### src/nsp_pkg.sv
// ----------------------------------------------------------------------------
// nsp_pkg: shared types and constants for the nearest segment pick
// Word layouts, queue entry type and distance ceiling.
// ----------------------------------------------------------------------------
`default_nettype none
package nsp_pkg;
  localparam int unsigned CoordW   = 16;
  localparam int unsigned IdW      = 16;
  localparam int unsigned ProjW    = 3;
  localparam int unsigned DistW    = 17;
  localparam logic [DistW-1:0] DistMax = '1;
  localparam int unsigned QueueDepth = 2;

  // Selected distance job: squared length, optional perpendicular numerator
  typedef struct packed {
    logic [IdW-1:0] id;
    logic           use_div;   // perpendicular: |cross| / len(ab)
    logic [33:0]    sq;        // squared length to root
    logic [32:0]    mag;       // |cross|, used only when use_div
    logic           last;
    logic           valid_seg; // projector matched
  } job_t;
endpackage
`default_nettype wire

### src/nsp_back.sv
// ----------------------------------------------------------------------------
// nsp_back: root, divide and keep the best
// Two-entry queue, bit-serial root and restoring divider, result register.
// ----------------------------------------------------------------------------
`default_nettype none
module nsp_back import nsp_pkg::*; (
  input  wire logic             clk_i,
  input  wire logic             rst_ni,
  input  wire logic             job_valid_i,
  output logic                  job_ready_o,
  input  wire job_t             job_i,
  output logic                  res_valid_o,
  input  wire logic             res_ready_i,
  output logic                  found_o,
  output logic [IdW-1:0]        id_o,
  output logic [DistW-1:0]      dist_o
);
  localparam logic [1:0] StIdle = 2'd0, StRoot = 2'd1, StDiv = 2'd2, StKeep = 2'd3;

  job_t q_mem [QueueDepth];
  logic wp_q, rp_q;
  logic [1:0] cnt_q;
  logic [1:0] st_q;
  logic [5:0] it_q;
  job_t cur_q;
  logic [35:0] x_q, r_q, bit_q;
  logic [33:0] rem_q;
  logic [32:0] num_q, quo_q;
  logic [17:0] len_q;
  logic [DistW-1:0] best_q, dist_q;
  logic [IdW-1:0] bid_q;
  logic have_q, rv_q;
  logic push, pop;

  assign job_ready_o = cnt_q != 2'(QueueDepth);
  assign push = job_valid_i && job_ready_o;
  assign pop  = st_q == StIdle && cnt_q != 0 && !rv_q;
  assign res_valid_o = rv_q;

  always_ff @(posedge clk_i) if (push) q_mem[wp_q] <= job_i;

  logic [35:0] trial;
  logic [35:0] root_r;
  logic [34:0] dtrial;
  assign trial  = r_q + bit_q;
  assign root_r = (x_q > r_q) ? r_q + 36'd1 : r_q; // after loop x=s-r*r
  assign dtrial = {rem_q, num_q[32]} - {17'd0, len_q};

  always_ff @(posedge clk_i or negedge rst_ni) begin
    if (!rst_ni) begin
      wp_q <= 1'b0; rp_q <= 1'b0; cnt_q <= '0; st_q <= StIdle; it_q <= '0;
      best_q <= DistMax; bid_q <= '0; have_q <= 1'b0; rv_q <= 1'b0;
    end else begin
      if (push) wp_q <= !wp_q;
      cnt_q <= cnt_q + 2'(push) - 2'(pop);
      if (rv_q && res_ready_i) rv_q <= 1'b0;
      unique case (st_q)
        StIdle: if (pop) begin
          cur_q <= q_mem[rp_q]; rp_q <= !rp_q;
          x_q <= 36'(q_mem[rp_q].sq); r_q <= '0; bit_q <= 36'd1 << 34;
          it_q <= 6'd18; st_q <= StRoot;
        end
        StRoot: begin
          if (x_q >= trial) begin
            x_q <= x_q - trial; r_q <= (r_q >> 1) + bit_q;
          end else r_q <= r_q >> 1;
          bit_q <= bit_q >> 2;
          it_q <= it_q - 6'd1;
          if (it_q == 6'd1) st_q <= StDiv;
        end
        StDiv: begin
          if (it_q == 6'd0) begin
            len_q <= 18'(root_r);
            if (!cur_q.use_div || root_r == 0) begin
              dist_q <= root_r > 36'(DistMax) ? DistMax : DistW'(root_r);
              st_q <= StKeep;
            end else begin
              num_q <= cur_q.mag + 33'(root_r >> 1); rem_q <= '0; quo_q <= '0;
              it_q <= 6'd33;
            end
          end else begin
            if (!dtrial[34]) begin
              rem_q <= dtrial[33:0]; quo_q <= {quo_q[31:0], 1'b1};
            end else begin
              rem_q <= {rem_q[32:0], num_q[32]}; quo_q <= {quo_q[31:0], 1'b0};
            end
            num_q <= num_q << 1;
            if (it_q == 6'd1) begin
              it_q <= 6'd63; st_q <= StKeep;
            end else begin
              it_q <= it_q - 6'd1;
            end
          end
        end
        StKeep: begin
          logic [DistW-1:0] d;
          d = (it_q == 6'd63) ? ((quo_q > 33'(DistMax)) ? DistMax : DistW'(quo_q))
                              : dist_q;
          if (it_q == 6'd63) begin
            // quotient complete; clip it into dist_q first, keep next cycle
            it_q <= 6'd62;
          end else begin
            if (!cur_q.last && cur_q.valid_seg && (!have_q || d < best_q)) begin
              best_q <= d; bid_q <= cur_q.id; have_q <= 1'b1;
            end
            st_q <= StIdle;
            if (cur_q.last) begin
              rv_q <= 1'b1;
              found_o <= have_q || cur_q.valid_seg;
              if (cur_q.valid_seg && (!have_q || d < best_q)) begin
                id_o <= cur_q.id; dist_o <= d;
              end else begin
                id_o <= have_q ? bid_q : '0; dist_o <= have_q ? best_q : DistMax;
              end
              best_q <= DistMax; bid_q <= '0; have_q <= 1'b0;
            end
          end
          if (it_q == 6'd63)
            dist_q <= (quo_q > 33'(DistMax)) ? DistMax : DistW'(quo_q);
        end
        default: st_q <= StIdle;
      endcase
    end
  end

  assert property (@(posedge clk_i) disable iff (!rst_ni) cnt_q <= 2'(QueueDepth))
    else $error("queue overflow");
  assert property (@(posedge clk_i) disable iff (!rst_ni) rv_q && !res_ready_i |=> rv_q)
    else $error("result dropped");
  assert property (@(posedge clk_i) disable iff (!rst_ni) pop |-> !rv_q)
    else $error("job started with pending result");
endmodule
`default_nettype wire

### config.mk
export PLATFORM = sky130hd
export DESIGN_NAME = nsp_back
export DESIGN_NICKNAME = d
export VERILOG_FILES = /design/src/nsp_pkg.sv /design/src/nsp_back.sv
export SDC_FILE = /design/constraint.sdc
export NUM_CORES = 1
export LEC_CHECK = 0
export BUFFER_PORTS_ARGS = -buffer_cell sky130_fd_sc_hd__buf_2
export CORE_MARGIN = 2
export CORE_UTILIZATION = 45
export CTS_BUF_LIST = sky130_fd_sc_hd__clkbuf_4 sky130_fd_sc_hd__clkbuf_8 sky130_fd_sc_hd__clkbuf_16
export DETAILED_ROUTE_END_ITERATION = 8
export GPL_TIMING_DRIVEN = 0
export MAX_ROUTING_LAYER = met4
export SYNTH_ARGS = -nofsm -noshare
export SYNTH_HDL_FRONTEND = slang
export SYNTH_SLANG_ARGS = --single-unit
### constraint.sdc
create_clock -name clk_i -period 16.8 [get_ports clk_i]
set_input_delay 3.36 -clock clk_i [delete_from_list [all_inputs] [get_ports clk_i]]
set_output_delay 3.36 -clock clk_i [all_outputs]
set_load 0.005 [all_outputs]
==> impl_metrics.tcl, run 1 <==
set metrics [dict create \
    slowest_delay_ns 1.01 \
    reg2reg_from "r_q[33]" \
    crit_path_cell_trace "clkbuf_1, inv_1, ha_1, nand4_1, nor4_1, nand3_1, clkbuf_1, nand2_1, nor2_1, xnor2_1, ha_1, and3_1, a31o_2, a21oi_1, o21ai_0, a2111oi_0, o31ai_1, o31ai_1, a21oi_1, o21a_1, o21a_1, o31ai_1" \
    path_buf_inv 3 \
    drv_cap 0 \
    synthArstFlopShare_pct 8.87 \
    die_x_microns 260 \
    finalCritPeriodShare_pct 49.0 \
    drt_iter0_markers 1802 \
    max_freq_mhz 122 \
    path_delay_family "compound AO/OA/AOI/OAI gates" \
    fin_nets 3092 \
    cts_buffers 59 \
    yosys_warnings 0 \
    io_buffer_count 125 \
    avgSynthCellArea_sq_um 11.2 \
    cts_sinks 530 \
    worstRegToRegCells 22 \
    grt_antenna_before_repair 0 \
    ys_ff_latch 530 \
    start_util_pct 45.6 \
    ys.flop_type "edfxtp_1" \
    grt_overflow_total 0 \
    h-tree-depth 2 \
    detailed_place_hpwl_mm 55.7 \
    tightest_slew_ns 1.06 \
    start_kind "register" \
    ys_seq_area_share_pct 53.4 \
    synth-edff-count 483 \
    r2r_setup_slack_ns 8.57 \
    core.rowCount 93 \
    vias 21200 \
    cts_setup_buffers 0 \
    fin_area_sq_mm 0.0334 \
    clock_path_buffers 3 \
    drc 0 \
    place_area_sq_mm 0.0314 \
    irDropWorstVdd_mv 0.101 \
    cpMostUsedCell "o31ai_1" \
    powerDensity_mw_per_mm2 195 \
    cp_slowest_cell "a2111oi_0" \
    synth_top_area_share_pct 49.3 \
    criticalPathCategory "reg2reg" \
    synth_area_leaders "edfxtp_1 (49%), ha_1 (7.9%), xnor2_1 (3.2%)" \
    first_pass_iters 6 \
    dieArea_sq_mm 0.0674 \
    ctsHoldBuffers 0 \
    postRouteAntennaNets 0 \
    top_layer "met4" \
    setup_viol_count_final 0 \
    hold_depth 1 \
    io_pins 126 \
    end_kind "register" \
    crit_path_max_fanout 10 \
    slew_viol_final 0 \
    clk_pin_slew_ns 0.06 \
    cts_resized 0 \
    synth_area_leader_cell "edfxtp_1" \
    diodes 0 \
    post-route-min-period_ns 8.23 \
    synth_cells 2617 \
    grt_pass1_wl_mm 116 \
    synth_cell_types 81 \
    dr_wl_met2_mm 35.8 \
    place_congestion 0.931 \
    arrival_ns 8.65 \
    dr_wl_met3_mm 3.07 \
    power_leakage_nw 12.6 \
    timing.rr.end "num_q[29]" \
    rsz0062_at_grt "false" \
    hold_viol 0 \
    status "complete, no violations" \
    synth_nets 2896 \
    drive_above_1_share_pct 13.2 \
    netlist_area_sq_mm 0.0294 \
    grt_util_all_layers_pct 22.7 \
    crit_required_ns 17.22 \
    root_buffer "clkbuf_16" \
    layout_common_cells "edfxtp_1 (483), nand2_1 (204), ha_1 (186)" \
    clock_latency_ns 0.63 \
    final_common_cell "edfxtp_1" \
    crit_start "r_q[33]" \
    cts_tree "built" \
    grt_max_degree 56 \
    timing.hold.ws_ns 0.503 \
    final.setup.tns_ns 0 \
    drt-total-wl_mm 74.6 \
    viasPerCell 5.70 \
    area_delta_synth_final_pct 13.7 \
    skew_ns 0.0210 \
    wl_met1_mm 33.6 \
    die-height_microns 260 \
    min_from "bid_q[15]" \
    core_sq_mm 0.0645 \
    min_to "bid_q[15]" \
    wire_per_inst_microns 20.1 \
    first_global_vias 21100 \
    slew_headroom_pct 27.6 \
    hold_class "reg2reg" \
]
[cell families after synthesis]
family	after synthesis	share of synthesized area [%]
flip-flops	530	53.4
AO/OA/AOI/OAI	647	14.4
multiplexers	98	3.60
adder cells (fa/ha/maj)	189	8.12
XOR/XNOR	154	4.59
AND/OR/NAND/NOR	724	12.2
buffers and inverters	275	3.60
[stage by stage]
stage               instances  total power, mW  worst slack [ns]  util [%]
floorplan                2617             4.26              6.08         -
global placement         3597             5.08              1.29      48.2
detailed placement       3607             5.14              8.69      48.7
CTS                      3717             6.52              8.63      51.8
global route             3717             6.96              8.13      51.9
finish                   3717             6.51              8.57      51.9
[how the worst max path moves through the flow]
stage / slack, ns / to / cells after the start
6_report: 8.57 / num_q[29] / 22
5_1_grt: 8.13 / num_q[29] / 24
4_1_cts: 8.63 / num_q[29] / 22
3_5_place_dp: 8.69 / num_q[29] / 22
3_3_place_gp: 1.29 / x_q[33] / 3
2_1_floorplan: 6.08 / x_q[0] / 2
[area by class of cell]
| cell class | count | area, sq um |
|---|---|---|
| multi-input combinational | 1812 | 12700 |
| timing repair buffer | 135 | 850 |
| fill | 5679 | 31000 |
| buffer | 111 | 442 |
| clock buffer | 71 | 1590 |
| tap | 855 | 1070 |
| clock inverter | 39 | 468 |
| inverter | 164 | 616 |
| sequential | 530 | 15700 |
[state kept, by name, summed over array words and instances, names as in the netlist, 18 cells and up]
signal and cells:
quo_q 33, x_q 36, num_q 33, len_q 18
q_mem 172, cur_q 52, rem_q 34, r_q 36
bit_q 18
[Yosys cell counts, drive strengths merged (22+ instances only)]
master  instances
edfxtp        483
nand2         204
ha            186
inv           162
a21oi         154
nor2          145
o21ai         144
xnor2         108
clkbuf         90
nand3          73
mux2           62
and2           61
a31oi          51
a21o           49
xor2           46
nor3           42
a211oi         36
mux2i          36
nor4           35
nand4          33
dfrtp          30
or3            28
nand2b         27
a31o           23
o21a           22
[where the power goes]
part	switching [mW]	leakage [nW]	internal, mW
clock	0.548	0.995	0.816
combinational	1.93	6.65	1.16
sequential	0.164	4.93	1.89
total	2.64	12.6	3.86
[routing by layer]
layer / vias up / track usage, %
met5: - / -
met4: 0 / 6.85
met3: 132 / 2.41
met2: 528 / 37.1
met1: 10300 / 29.9
li1: 10200 / -
Power figures use the tool's default switching activity.
==> run 2: changes to the inputs <==
- ABC_AREA: default -> 1
- clock period: 16.8 -> 6.9 ns (I/O delays scaled with it)
==> impl_metrics.tcl, run 2 <==
set metrics [dict create \
    slew_viol_final 0 \
    slew_headroom_pct 21.7 \
    crit_required_ns 7.17 \
    regMostFlops "q_mem" \
    drt_iter0_markers 2016 \
    reg_top3 "q_mem x172, cur_q x52" \
    max_freq_mhz 156 \
    status "complete, no violations" \
    synth_common_cells "nand2_1 (856), edfxtp_1 (483), inv_1 (383)" \
    drc 0 \
    finalCritPeriodShare_pct 92.6 \
    postRouteAntennaNets 0 \
    core_sq_mm 0.0682 \
    timing.rr.end "x_q[22]" \
    hold_depth 2 \
    avgSynthCellArea_sq_um 8.92 \
    ys.flop_type "edfxtp_1" \
    synth_nets 3740 \
    arrival_ns 6.66 \
    cts_resized 0 \
    first_global_vias 23700 \
    cts_sinks 530 \
    wire_per_inst_microns 19.0 \
    start_kind "register" \
    hold_viol 0 \
    start_util_pct 45.3 \
    synthArstFlopShare_pct 8.87 \
    first_pass_iters 5 \
    skew_ns 0.0638 \
    io_buffer_count 125 \
    power_leakage_nw 14.8 \
    die-height_microns 266 \
    ys_ff_latch 530 \
    vias 24500 \
    h-tree-depth 2 \
    drive_above_1_share_pct 10.1 \
    grt_util_all_layers_pct 25.3 \
    min_to "best_q[6]" \
    timing.hold.ws_ns 0.498 \
    netlist_area_sq_mm 0.0309 \
    root_buffer "clkbuf_16" \
    grt_pass1_wl_mm 134 \
    core.rowCount 96 \
    area_delta_synth_final_pct 13.8 \
    powerDensity_mw_per_mm2 547 \
    drt-total-wl_mm 87.5 \
    hold_class "reg2reg" \
    criticalPathCategory "reg2reg" \
    yosys_warnings 0 \
    clock_latency_ns 0.66 \
    io_pins 126 \
    grt_antenna_before_repair 2 \
    detailed_place_hpwl_mm 66.8 \
    r2r_setup_slack_ns 0.51 \
    final_cells 4598 \
    worstRegToRegCells 26 \
    post-route-min-period_ns 6.39 \
    irDropWorstVdd_mv 0.306 \
    ctsHoldBuffers 0 \
    dieArea_sq_mm 0.0708 \
    cts_buffers 59 \
    synth-edff-count 483 \
    fin_nets 3944 \
    min_from "best_q[6]" \
    ys_seq_area_share_pct 50.8 \
    final_common_cell "nand2_1" \
    clock_path_buffers 3 \
    viasPerCell 5.33 \
    crit_path_max_fanout 36 \
    setup_viol_count_final 0 \
    reg2reg_from "r_q[4]" \
    die_x_microns 266 \
    largest_reg_flops 172 \
    synth_top_area_share_pct 47.0 \
    synth_cells 3461 \
    grt_overflow_total 0 \
    place_inst 4486 \
    yosysMostFrequentCell "nand2_1" \
    cts_tree "built" \
    synth_area_leader_cell "edfxtp_1" \
    cts_setup_buffers 0 \
    p_total_mw 19.2 \
    place_congestion 0.933 \
    rsz0062_at_grt "false" \
    synth_cell_types 61 \
    drv_cap 0 \
    layout_common_cells "nand2_1 (856), edfxtp_1 (483), inv_1 (382)" \
    clk_pin_slew_ns 0.06 \
    tightest_slew_ns 1.17 \
    end_kind "register" \
    grt_max_degree 49 \
    synth_area_leaders "edfxtp_1 (47%), nand2_1 (10%), ha_1 (7.5%)" \
]
-- run 2: critical path, stage by stage (launching register included) --
cell and delay [ns]:
edfxtp_1 0.55, ha_1 0.43, inv_1 0.08, nor3_1 0.28, a21oi_1 0.19, o21ai_1 0.27, a21oi_1 0.15, o31ai_1 0.45
nand2_1 0.10, nand2_1 0.15, a21oi_1 0.13, nor2_1 0.11, nor2_1 0.06, xor2_1 0.17, ha_1 0.42, nand2_1 0.15
nor3_1 0.27, nand3_1 0.12, nand2_1 0.13, nand3_1 0.07, nand2_1 0.16, nand2_1 0.09, nand2_2 0.20, buf_4 0.25
buf_6 0.19, o21ai_0 0.12, inv_2 0.67
-- run 2: report_power, final --
part | total (mW) | switching [mW] | internal (mW)
clock | 3.40 | 1.37 | 2.03
sequential | 5.48 | 0.541 | 4.94
combinational | 10.4 | 6.95 | 3.40
total | 19.2 | 8.86 | 10.4
-- run 2: metal layers --
metal	global-route usage (%)	routed length (microns)	vias up
met3	2.90	4110	159
met1	33.5	39600	11500
met2	40.9	40900	638
met4	8.23	2880	0
met5	-	0	-
li1	-	-	12200
-- run 2: how the worst max path moves through the flow --
stage | start | to | slack, ns | cells after the start
after global placement | job_valid_i | q_mem[0][21] | -1.76 | 3
after global routing | r_q[4] | x_q[29] | 0.10 | 26
after detailed placement | r_q[4] | x_q[7] | 0.57 | 26
final | r_q[4] | x_q[22] | 0.51 | 26
after CTS | r_q[4] | x_q[12] | 0.51 | 26
after floorplan | r_q[31] | num_q[0] | 1.07 | 23
-- run 2: logic make-up (layout without fill, tap and decap cells) --
logic type	Yosys count	in the layout	synth area share, %
buffers and inverters	511	764	6.51
XOR/XNOR	126	126	3.57
AND/OR/NAND/NOR	1445	1445	19.5
adder cells (fa/ha/maj)	189	189	7.73
flip-flops	530	530	50.8
other	0	2	0
AO/OA/AOI/OAI	660	660	11.9
-- run 2: metrics by stage --
| step | worst slack (ns) | util [%] | cell area, sq um | setup TNS (ns) |
|---|---|---|---|---|
| finish | 0.507 | 51.5 | 35100 | 0 |
| global route | 0.101 | 51.5 | 35100 | 0 |
| CTS | 0.511 | 51.5 | 35100 | 0 |
| detailed placement | 0.573 | 48.4 | 33000 | 0 |
| global placement | -1.76 | 47.8 | 32600 | -596.13 |
| floorplan | 1.07 | - | 30900 | 0 |
-- run 2: final cells by class --
| cell class | count | area, sq um |
|---|---|---|
| clock inverter | 35 | 517 |
| multi-input combinational | 2420 | 13200 |
| inverter | 399 | 1500 |
| tap | 882 | 1100 |
| sequential | 530 | 15700 |
| antenna | 2 | 5.00 |
| clock buffer | 75 | 1600 |
| fill | 6461 | 33100 |
| timing repair buffer | 143 | 968 |
| buffer | 112 | 512 |
